## config.mk

```make
export PLATFORM = sky130hd
export DESIGN_NAME = sssr_ram
export DESIGN_NICKNAME = d
export VERILOG_FILES = /design/src/rtl/sssr_ram.sv
export SDC_FILE = /design/constraint.sdc
export NUM_CORES = 1
export LEC_CHECK = 0
export BUFFER_PORTS_ARGS = -buffer_cell sky130_fd_sc_hd__buf_4
export CAP_MARGIN = 25
export CORE_AREA = 4 4 99 110
export DETAILED_ROUTE_END_ITERATION = 7
export DIE_AREA = 0 0 103 114
export HOLD_SLACK_MARGIN = 0.06
export PLACE_DENSITY = 0.85
export SYNTH_ARGS = -nofsm -noshare
export SYNTH_HDL_FRONTEND = slang
export SYNTH_SLANG_ARGS = --single-unit
```

## constraint.sdc

```tcl
create_clock -name clk_i -period 1.7 [get_ports clk_i]
set_input_delay 0.34 -clock clk_i [delete_from_list [all_inputs] [get_ports clk_i]]
set_output_delay 0.34 -clock clk_i [all_outputs]
set_load 0.01 [all_outputs]
```

## src/rtl/sssr_ram.sv

```systemverilog
// ---------------------------------------------------------------------------
// sssr_ram
// Generic single write, single read RAM with registered read data.
// ---------------------------------------------------------------------------
module sssr_ram #(
  parameter int WIDTH = 8,
  parameter int DEPTH = 16
) (
  input  logic                     clk_i,
  input  logic                     we_i,
  input  logic [$clog2(DEPTH)-1:0] waddr_i,
  input  logic [WIDTH-1:0]         wdata_i,
  input  logic [$clog2(DEPTH)-1:0] raddr_i,
  output logic [WIDTH-1:0]         rdata_o
);

  logic [WIDTH-1:0] mem [DEPTH];
  logic [WIDTH-1:0] rdata_q;

  always_ff @(posedge clk_i) begin
    if (we_i) begin
      mem[waddr_i] <= wdata_i;
    end
    rdata_q <= mem[raddr_i];
  end

  assign rdata_o = rdata_q;

endmodule

```

Word-level counts from Yosys, hierarchy flattened
Memories as Yosys holds them, arrays and structs flattened. A register that Yosys moved wholly into a read port is not among the register bits. Cells that the tools add are included. W data, S select, Z words.

Memory bits (read-only): 0. Latch bits: 0. Register bits: 0. Input port bits: 18. Word-level logic and storage cells: 3. Memories: 1. Bits in writable memories: 128.

Memory list: mem (depth 16, bits a word 8, read ports 1, clocked after Yosys merged registers in 1, write ports 1, RTL line 17) `logic [WIDTH-1:0] mem [DEPTH];`.

Div/mod/pow operators: 0. Reduce and logical (&&, ||, !) cells: 0. Bitwise operators: 0. $lt $le $gt $ge: 0. Add/subtract/negate cells: 0. Equality and inequality tests: 0. Multipliers: 0. Multiplexer cells: 2. Shifts and indexed selects: 0.

Operator list (number): $mux W1 (2).

Depth between registers and ports, before layout
Word-level depth: 2. Depth in mapped cells: 5.

Worst setup path before layout
OpenSTA, ideal clock, no wires.

Kind: in2reg. Start point: in waddr_i[2]. End point: mem mem[0][0], enable pin. Required time: 1.317 ns. Setup slack: -0.133 ns. Setup time: 0.383 ns. Path buffers: 0. Arrival: 1.450 ns. Cell stages on the path: 2. Cell sequence: or3b_2 > nor3_1.

RTL lines: start: declaration (RTL line 11) `input logic [$clog2(DEPTH)-1:0] waddr_i,`; end: declaration (RTL line 17).

Straight into the memory's write port.

==> impl_metrics.py <==
metrics = {
    "outcome": {
        "status": "finished clean",
    },
    "setup_path": {
        "r2r_cells": 3,
        "r2r_start": "mem[2][7]",
        "crit_path_start_kind": "flop",
        "required_ns": 2.09,
        "crit_type": "flop to flop",
        "cp_slowest_cell": "mux4_2",
        "cp_cell_sequence": "mux4_2 -> a22oi_1 -> nand2_1",
        "ff2ff_setup_slack_ns": 0.34,
        "cp.arrival_ns": 1.76,
        "crit_fanout": 1,
        "reg2reg_to": "rdata_o[7]",
        "slowest_delay_ns": 0.47,
        "cp-endpoint": "rdata_o[7]",
        "worstSetupEndpointType": "flop",
        "critPathLaunch": "mem[2][7]",
    },
    "drt": {
        "vias": 2507,
        "first_pass_iters": 4,
        "ant_nets": 0,
        "routed_wl_um": 10000,
        "vias_per_cell": 5.86,
        "wl_per_cell_um": 23.4,
        "drc": 0,
        "drt-initial-drc-count": 222,
    },
    "power": {
        "power_density_nw_per_um2": 1200,
        "peakVddDrop_mv": 0.587,
        "total_power_mw": 7.46,
        "cellLeakagePower_nw": 2.17,
    },
    "floorplanning": {
        "fp.coreArea_um2": 9790,
        "die_width_um": 103,
        "row_count": 38,
        "start_util_pct": 52.6,
        "dieArea_um2": 11700,
        "num_io_pins": 26,
        "die_h_um": 114,
    },
    "timing": {
        "final.setup_skew_ns": 0.00421,
        "tns_ns": 0,
        "relSlewSlack_pct": 71.5,
        "finalSetupViolCount": 0,
        "finalCritPeriodShare_pct": 80.2,
        "period_needed_ns": 1.36,
        "drv_slew": 0,
        "fin_ws_ns": 0.336,
        "grt_setup_unrepaired": "no",
        "hold_viol_final": 0,
        "worst_slew_pin_slew_ns": 0.427,
        "fmax_mhz": 733,
    },
    "logic_synthesis": {
        "synth_adder_area_share_pct": 0,
        "synth_xor_area_share_pct": 0,
        "yosysTopAreaCellShare_pct": 74.7,
        "synth-compound-area-share_pct": 2.33,
        "synthesis.nets": 247,
        "ys_seq_area_share_pct": 77.8,
        "yosysWarnings": 0,
        "synth_cells": 229,
        "synth_top_family_by_area": "multiplexers",
        "ys_ff_latch": 136,
        "post_synth.cell_area_avg_um2": 22.5,
        "synthesis.area_um2": 5150,
        "synth_mux_area_share_pct": 15.0,
        "synth_simple_gate_area_share_pct": 3.18,
        "synth.distinct_cells": 19,
        "synth_top_cell_by_area": "edfxtp_1",
        "synth_area_leaders": "edfxtp_1, mux4_2, mux4_1",
    },
    "place": {
        "dp_slack_ns": -0.0295,
        "io_buffers": 25,
        "placed_cell_area_um2": 5680,
        "place_congestion": 0.785,
        "hpwl_um": 6500,
        "placed_cells": 396,
    },
    "cells_and_area": {
        "fin_area_um2": 6230,
        "n_antenna_cell": 0,
        "layout-drive-gt1-share_pct": 33.4,
        "instances_no_fill": 428,
        "fin_nets": 313,
        "layout-area-overhead-vs-synth_pct": 21.1,
    },
    "min_path": {
        "hold_class": "input port to flop",
        "hold_depth": 1,
    },
    "clock_network": {
        "clockRootBuffer": "clkbuf_8",
        "clk_latency_ns": 0.51,
        "cts_buffers": 17,
        "cts-htree-levels": 4,
        "holdBufCountCts": 0,
        "cts_tree": "yes",
        "clock_path_buffers": 2,
        "clk_pin_slew_worst_paths_ns": 0.06,
        "cts_resized": 0,
        "postCtsSetupBuffers": 0,
        "cts.sinks": 136,
    },
    "global_route": {
        "grt.overflow.total": 0,
        "grtUsageTotal_pct": 19.0,
        "antenna_found_initial": 0,
        "grt_pass1_vias": 2637,
        "grt_pass1_wl_um": 15400,
        "grt_max_degree": 20,
    },
    "run": {
        "maxCapViolCount": 0,
    },
}
## cell usage in the layout (no fill, tap or decap), drive strengths merged
cell and instances:
nor2 13, mux4 32, dfxtp 8, nand3b 2
or3b 1, buf 57, a22oi 16, and2 1
nand2 9, clkinv 1, nor3 4, nor2b 1
clkbuf 31, nand2b 2, nand3 1, edfxtp 128
and2b 1
## Yosys cell counts
cell	number
mux4_2	18
mux4_1	14
nand3b_1	2
buf_2	3
nand2b_1	2
buf_4	1
edfxtp_1	128
dfxtp_1	8
a22oi_1	16
nor2_1	13
and2b_1	1
nor2b_1	1
clkdlybuf4s25_2	3
and2_1	1
nand2_1	9
nor3_1	4
nand3_1	1
buf_6	3
or3b_2	1
## flip-flops by register name (all words and copies together), names as in the netlist
register  count
mem         128
rdata_o       8
## per-stage QoR
stage	hold slack, ns	utilization [%]
final	0.142	63.6
after global routing	0.134	63.6
after CTS	0.121	63.6
after detailed placement	0.661	58.0
after global placement	0.644	58.0
after floorplan	0.439	-
## critical path, delay by kind of cell, from the launching register on
family	cells	cell delay [ns]
flops	1	0.38
compound gates	1	0.30
simple gates	1	0.09
mux	1	0.47
## worst min path at each step
| stage | startpoint | to | slack [ns] |
|---|---|---|---|
| floorplan | wdata_i[0] | mem[0][0] | 0.44 |
| detailed placement | mem[4][1] | rdata_o[1] | 0.66 |
| global route | wdata_i[2] | mem[11][2] | 0.13 |
| finish | wdata_i[2] | mem[13][2] | 0.14 |
| CTS | wdata_i[2] | mem[11][2] | 0.12 |
| global placement | wdata_i[1] | mem[1][1] | 0.64 |
## metal layers
metal,GRT usage [%],part of all wire (%)
met1,25.5,40
met2,29.2,51
met5,0,0
met4,8.81,1.6
met3,5.14,7.2
## cell type report
cell class	count	area [um2]
clock inverter	1	5.00
multi-input combinational	83	1060
clock buffer	31	547
tap	120	150
fill	632	3560
timing repair buffer	57	465
sequential	136	4000
## cells by family (layout without fill, tap and decap cells)
group | Yosys count | after routing
buf+inv | 10 | 89
simple gates | 35 | 35
compound gates | 16 | 16
flops | 136 | 136
mux | 32 | 32
## power breakdown
group	leakage (nW)	internal (mW)	switching, mW
registers	1.22	3.75	0.0241
clock network	0.273	2.10	1.19
logic	0.674	0.189	0.203
Power figures use the tool's default switching activity.
