==> config.mk <==
export PLATFORM = sky130hd
export DESIGN_NAME = sssr_mul
export DESIGN_NICKNAME = d
export VERILOG_FILES = /design/src/rtl/sssr_pkg.sv /design/src/rtl/sssr_mul.sv
export SDC_FILE = /design/constraint.sdc
export NUM_CORES = 2
export LEC_CHECK = 0
export BUFFER_PORTS_ARGS = -buffer_cell sky130_fd_sc_hd__buf_2
export CORE_UTILIZATION = 50
export CTS_BUF_LIST = sky130_fd_sc_hd__clkbuf_8
export CTS_CLUSTER_SIZE = 28
export DETAILED_ROUTE_END_ITERATION = 8
export GPL_ROUTABILITY_DRIVEN = 0
export PLACE_DENSITY = 0.67
export SLEW_MARGIN = 20
export SYNTH_ARGS = -nofsm -noshare
export SYNTH_HDL_FRONTEND = slang
export SYNTH_SLANG_ARGS = --single-unit
export TNS_END_PERCENT = 50
==> constraint.sdc <==
create_clock -name clk_i -period 31.9 [get_ports clk_i]
set_clock_uncertainty 0.2 [all_clocks]
set_input_delay 3.19 -clock clk_i [delete_from_list [all_inputs] [get_ports clk_i]]
set_output_delay 3.19 -clock clk_i [all_outputs]
set_load 0.02 [all_outputs]
==> src/rtl/sssr_pkg.sv <==
// ---------------------------------------------------------------------------
// sssr_pkg
// Types, constants and tables shared by the stop rule block.
// ---------------------------------------------------------------------------
package sssr_pkg;

  localparam int STORE_DEPTH = 4096;
  localparam int ADDR_W      = $clog2(STORE_DEPTH);
  localparam int ENTRY_W     = 17;
  localparam logic [16:0] DEPTH_EXT = 17'(STORE_DEPTH);

  localparam int RANK_W  = 13;
  localparam int VALUE_W = 16;
  localparam int SUM_W   = 28;
  localparam int SQS_W   = 44;
  localparam int ACC_W   = 128;
  localparam int MOP_W   = 32;

  localparam logic [MOP_W-1:0] SCALE_15625 = 32'd15625;

  typedef struct packed {
    logic [RANK_W-1:0]  sample_rank;
    logic [VALUE_W-1:0] sample_value;
  } in_item_t;

  typedef struct packed {
    logic              keep_sampling;
    logic [RANK_W-1:0] prefix_count;
    logic              rank_overflow;
  } out_item_t;

  typedef enum logic [1:0] {
    REG_CONFIDENCE = 2'd0,
    REG_DELTA      = 2'd1,
    REG_MIN        = 2'd2
  } reg_idx_e;

  typedef enum logic [3:0] {
    ST_CLEAR,
    ST_IDLE,
    ST_LOOK,
    ST_APPLY,
    ST_TAKE,
    ST_TEST,
    ST_MUL_GO,
    ST_MUL_WAIT,
    ST_ADV,
    ST_ADV_DATA,
    ST_DONE
  } state_e;

  typedef enum logic [2:0] {
    OP_SS,
    OP_TQ,
    OP_LHS,
    OP_R1,
    OP_R2,
    OP_R3
  } mul_op_e;

  typedef struct packed {
    logic             start;
    logic [ACC_W-1:0] a;
    logic [MOP_W-1:0] b;
  } mul_req_t;

  // z^2 in units of 1e-6
  function automatic logic [22:0] z_sq(input logic [2:0] code);
    logic [22:0] r;
    case (code)
      3'd1:    r = 23'd1643524;
      3'd2:    r = 23'd2706025;
      3'd3:    r = 23'd3841600;
      3'd4:    r = 23'd5410276;
      3'd5:    r = 23'd6635776;
      default: r = 23'd1000000;
    endcase
    return r;
  endfunction

endpackage

==> src/rtl/sssr_mul.sv <==
// ---------------------------------------------------------------------------
// sssr_mul
// Wide by 32-bit multiplier, one 32x32 partial product per cycle.
// ---------------------------------------------------------------------------
module sssr_mul (
  input  logic                           clk_i,
  input  logic                           rst_ni,
  input  sssr_pkg::mul_req_t             req_i,
  output logic                           done_o,
  output logic [sssr_pkg::ACC_W-1:0]     p_o
);

  logic [sssr_pkg::ACC_W-1:0] a_q, a_d;
  logic [sssr_pkg::MOP_W-1:0] b_q, b_d;
  logic [sssr_pkg::ACC_W-1:0] acc_q, acc_d;
  logic [1:0]                 cnt_q, cnt_d;
  logic                       run_q, run_d;
  logic                       done_q, done_d;
  logic [63:0]                prod;

  assign prod = a_q[31:0] * b_q;

  always_comb begin
    a_d    = a_q;
    b_d    = b_q;
    acc_d  = acc_q;
    cnt_d  = cnt_q;
    run_d  = run_q;
    done_d = 1'b0;
    if (req_i.start) begin
      a_d   = req_i.a;
      b_d   = req_i.b;
      acc_d = '0;
      cnt_d = '0;
      run_d = 1'b1;
    end else if (run_q) begin
      acc_d = acc_q + ({64'd0, prod} << {cnt_q, 5'd0});
      a_d   = a_q >> 32;
      cnt_d = cnt_q + 2'd1;
      if (cnt_q == 2'd3) begin
        run_d  = 1'b0;
        done_d = 1'b1;
      end
    end
  end

  always_ff @(posedge clk_i or negedge rst_ni) begin
    if (!rst_ni) begin
      run_q  <= 1'b0;
      done_q <= 1'b0;
      cnt_q  <= '0;
    end else begin
      run_q  <= run_d;
      done_q <= done_d;
      cnt_q  <= cnt_d;
    end
  end

  always_ff @(posedge clk_i) begin
    a_q   <= a_d;
    b_q   <= b_d;
    acc_q <= acc_d;
  end

  assign done_o = done_q;
  assign p_o    = acc_q;

endmodule

Word level (Yosys, flattened, before mapping):

Cells that the tools add are included.

* shifts and indexed selects: 1
* $mul: 1
* reduce and logical (&&, ||, !) cells: 1
* add/subtract/negate cells: 2
* multiplexer cells: 10
* eq/ne operators: 1

Operators with widths (count)
* 128-bit 2-to-1 mux: 2
* 128-bit adder: 1
* 64-bit by 7-bit << shifter with 128-bit output: 1
* 32-bit by 32-bit multiplier with 64-bit output: 1
* 1-bit 2-to-1 mux: 6
* 2-bit 2-to-1 mux: 2
* 2-bit by 1-bit adder with 2-bit output (second input constant): 1
* 2-bit equality test (second input constant): 1
* 2-bit nonzero test: 1

* logic and storage cells: 22
* input bits: 163
* register bits: 292

Longest topological paths before layout:

* word-level depth: 4
* mapped depth: 45

Least setup slack after synthesis:

No wires, ideal clock.

* kind: reg-to-reg
* from: register b_q[11] (netlist name)
* to: register acc_q (netlist bit p_o[126])
* arrival time: 10.519 ns
* period minus slack after synthesis: 10.836 ns
* required time: 31.583 ns
* path slack: 21.064 ns
* buffers on the path: 1
* cell stages (with the launch flop): 41
* path through: edfxtp_1 clkbuf_1 and2_1 fa_1 inv_1 fa_1 fa_1 fa_1 inv_1 fa_1 fa_1 fa_1 fa_1 ha_1 a21o_1 a21o_1 a21o_1 nand2b_1 (+5 left out) o21bai_1 a221o_1 xor2_1 o211a_1 ha_1 a21oi_1 o21ai_0 a211o_1 o21ai_0 o2bb2ai_1 a21oi_1 o21a_1 nand2_1 a2111o_1 a31o_2 a221o_1 xor2_1 a22o_1

* cells in the longest elaborated chain, start to end: 3

Ends and longest elaborated chain
* from (decl): RTL line sssr_mul.sv:14 `logic [sssr_pkg::MOP_W-1:0] b_q, b_d;`
* from (signal assigned): RTL line sssr_mul.sv:61 `b_q <= b_d;`
* 32-bit by 32-bit multiplier with 64-bit output: RTL line sssr_mul.sv:21 `assign prod = a_q[31:0] * b_q;`
* 64-bit by 7-bit << shifter with 128-bit output: RTL line sssr_mul.sv:37 `acc_d = acc_q + ({64'd0, prod} << {cnt_q, 5'd0});`
* 128-bit adder: RTL line sssr_mul.sv:37
* to (signal assigned): RTL line sssr_mul.sv:62 `acc_q <= acc_d;`
* to (decl): RTL line sssr_mul.sv:15 `logic [sssr_pkg::ACC_W-1:0] acc_q, acc_d;`

No other way between the ends.
A chain may end at the register's enable or synchronous reset.

Final worst setup path:

* from: register b_q[2] (netlist name)
* to: register acc_q (netlist bit p_o[125])

Same word-level chain as after synthesis.

==> out/qor.txt <==
Status = complete, no violations
CTS Sinks = 292
Routed len/inst = 22.3 um
# DRC = 0
Worst slack at placement = 19200 ps
DIE HEIGHT = 327 um
Placed cells = 7283
Slowest-stage cell, CP = edfxtp_1
Initial antenna violation count = 9
Hold EP = a_q[41]
Vias = 42600
Library cells used by synthesis = 72
Seq/Total Area, Yosys = 14.1%
Final setup violation count = 0
All-layer global routing usage = 31.1%
Yosys warning count = 0
Critical Path Sink Type = flip-flop
Synth Instances = 5869
Period minus WS final = 12980 ps
First-pass DRT Iterations = 6
RSZ-0062 raised after global routing = false
Fin. Hold Viols = 0
Req. time, crit path = 32270 ps
Final nets = 7403
Initial core utilization = 50.4%
Post-synthesis mux area share = 3.58%
Main combinational cell family by area after synthesis = adder cells
Clock root cell = clkbuf_8
# rows = 119
Tcrit/Tclk final = 40.7%
Die area = 107000 sq um
Number of DRC markers in iteration 0 = 3754
Core Area = 105000 sq um
Synth-to-Final Area Change = 7.15%
Worst r2r path cells = 38
Post-synthesis simple-gate area fraction = 17.0%
Synth Area in Adders = 43.1%
Io pins = 292
Crit path launch type = flip-flop
Final WL = 165000 um
Critical Path AT = 13350 ps
Detailed Place HPWL = 126000 um
Post-layout util = 54.0%
IO buf count = 291
Max-cap check violation count = 0
Xor-xnor portion of the synthesized cell area = 3.06%
Min-delay src = a_q[73]
Worst-path clk slew = 70 ps
Global route total overflow = 0
Cell Count, Final, Fillers Out = 7395
Hold WC Path Type = flip-flop to flip-flop
FF-to-FF Start = b_q[2]
Slew @ Worst Pin = 1140 ps
FMAX = 0.0770 GHz
Kind of critical path = flip-flop to flip-flop
Post-synth EDFFs = 160
# hold bufs at CTS = 0
Dominant synthesized flop cell = edfxtp_1
Setup bufs post-CTS = 0
Slew Limit Headroom = 23.3%
Reg2reg end = p_o[125]
Clock Latency Late Sink = 790 ps
R2r setup slk = 18920 ps
Synth Cell Area = 53000 sq um
Vias in the first global route = 44100
Syn Nets = 7320
Compound-gate portion of the synthesized area = 10.2%
Hold Path Stages = 1
Vias per std cell = 5.77
Maximum buffer depth of the clock tree = 3
Crit path largest cell delay = 1090 ps
Num CTS Buffers = 58
Final antenna-violating net count = 0
CTS tree = done
H-tree levels = 2
PnR worst setup slack = 18920 ps
Avg Cell Area, Syn = 9.02 sq um
Layout cells sized above 1 = 9.75%
Yosys reg bits = 292
Critical path fanouts, max = 32
Ys async rst share = 1.37%
Final TNS setup = 0 ps
Max Slew Vio Count = 0
# resized after CTS = 0
Die width = 327 um
Pin count of the biggest net entering global routing = 84
Most common cell on crit path = fa_1
First-pass GRT wire length = 256000 um
-- synth_stat cells (all sizes together) (9+ instances only) --
cell	instances	share of area, %
a22o	11	0.18
and3	14	0.17
nand2b	25	0.30
o31ai	14	0.20
and4	13	0.21
xnor2	117	1.9
a21o	121	1.7
nor2	268	1.9
a21oi	272	2.6
o221ai	9	0.15
nand3	30	0.28
ha	391	9.2
nor2b	17	0.20
nor4	11	0.13
o21bai	52	0.74
o21ai	184	1.7
dfxtp	128	4.8
nand4	64	0.76
mux2	109	2.3
o22ai	32	0.38
o211ai	12	0.17
mux2i	67	1.3
and2	657	7.8
buf	12	0.087
clkbuf	333	2.4
a21boi	16	0.23
nand2	662	4.7
fa	897	34
edfxtp	160	9.1
xor2	68	1.1
a31oi	29	0.34
inv	910	6.4
a211oi	16	0.23
nor3	29	0.27
o21a	22	0.31
-- metal layers --
| metal | track usage [%] | wire length (um) | vias to the layer above |
|---|---|---|---|
| li1 | - | - | 18800 |
| met1 | 41.4 | 66500 | 21300 |
| met2 | 48.2 | 74000 | 2057 |
| met3 | 6.50 | 15100 | 451 |
| met4 | 15.2 | 8990 | 6 |
| met5 | 0 | 41 | - |
-- state kept, by name, summed over array words and instances (netlist names) --
register and count:
a_q 128, p_o 128, b_q 32, cnt_q 2
done_o 1, run_q 1
-- layout by cell type, fill, tap and decap left out, types with 16 or more instances in the layout --
cell type,netlist,routed
inv_1,910,926
fa_1,897,897
nand2_1,662,662
and2_1,657,657
ha_1,391,391
buf_2,1,290
a21oi_1,272,272
nor2_1,268,267
o21ai_0,161,161
edfxtp_1,160,160
dfxtp_1,128,128
a21o_1,121,121
xnor2_1,117,117
mux2_2,109,109
buf_4,0,77
xor2_1,68,67
mux2i_1,67,67
clkbuf_8,0,66
nand4_1,64,64
o21bai_1,52,52
o22ai_1,32,32
nand3_1,30,30
nor3_1,29,29
a31oi_1,29,29
nand2b_1,25,25
o21ai_1,23,23
o21a_1,22,22
nor2b_1,17,17
a211oi_1,16,16
-- critical path, delay by kind of cell (launching register included) --
| family | cells | cell delay (ps) |
|---|---|---|
| buffers and inverters | 3 | 150 |
| adder cells (fa/ha/maj) | 10 | 4940 |
| AND/OR/NAND/NOR | 8 | 1880 |
| multiplexers | 1 | 310 |
| XOR/XNOR | 2 | 360 |
| AO/OA/AOI/OAI | 14 | 3880 |
| flip-flops | 1 | 1090 |
-- worst max-delay path by stage --
stage          startpoint       end
2_1_floorplan     b_q[11]  p_o[126]
3_3_place_gp       b_q[2]  p_o[126]
3_5_place_dp       b_q[2]  p_o[126]
4_1_cts            b_q[2]  p_o[126]
5_1_grt            b_q[2]  p_o[125]
6_report           b_q[2]  p_o[125]
-- cell families (layout without fill, tap and decap cells) --
group | after synthesis | in the layout
XOR/XNOR | 185 | 185
adder cells (fa/ha/maj) | 1288 | 1288
flip-flops | 292 | 292
AND/OR/NAND/NOR | 1815 | 1815
AO/OA/AOI/OAI | 857 | 857
buffers and inverters | 1256 | 1387
multiplexers | 176 | 176
other | 0 | 4
-- stage by stage --
step                      hold slack [ps]  instance area (sq um)
after detailed placement              271                  55500
after floorplan                       325                  53000
final                                 265                  56700
after global routing                  298                  56700
after global placement                265                  55500
after CTS                             282                  56700
-- cell type report --
class	instances	area, sq um
sequential	292	7470
antenna	4	10.0
tap	1391	1740
clock buffer	66	908
multi-input combinational	4321	40800
inverter	911	3420
timing repair buffer	368	2040
fill	9783	48400
clock inverter	42	354
Power is not shown: default switching activity piles up to over one toggle a cycle in this logic, so the estimate is an artifact.
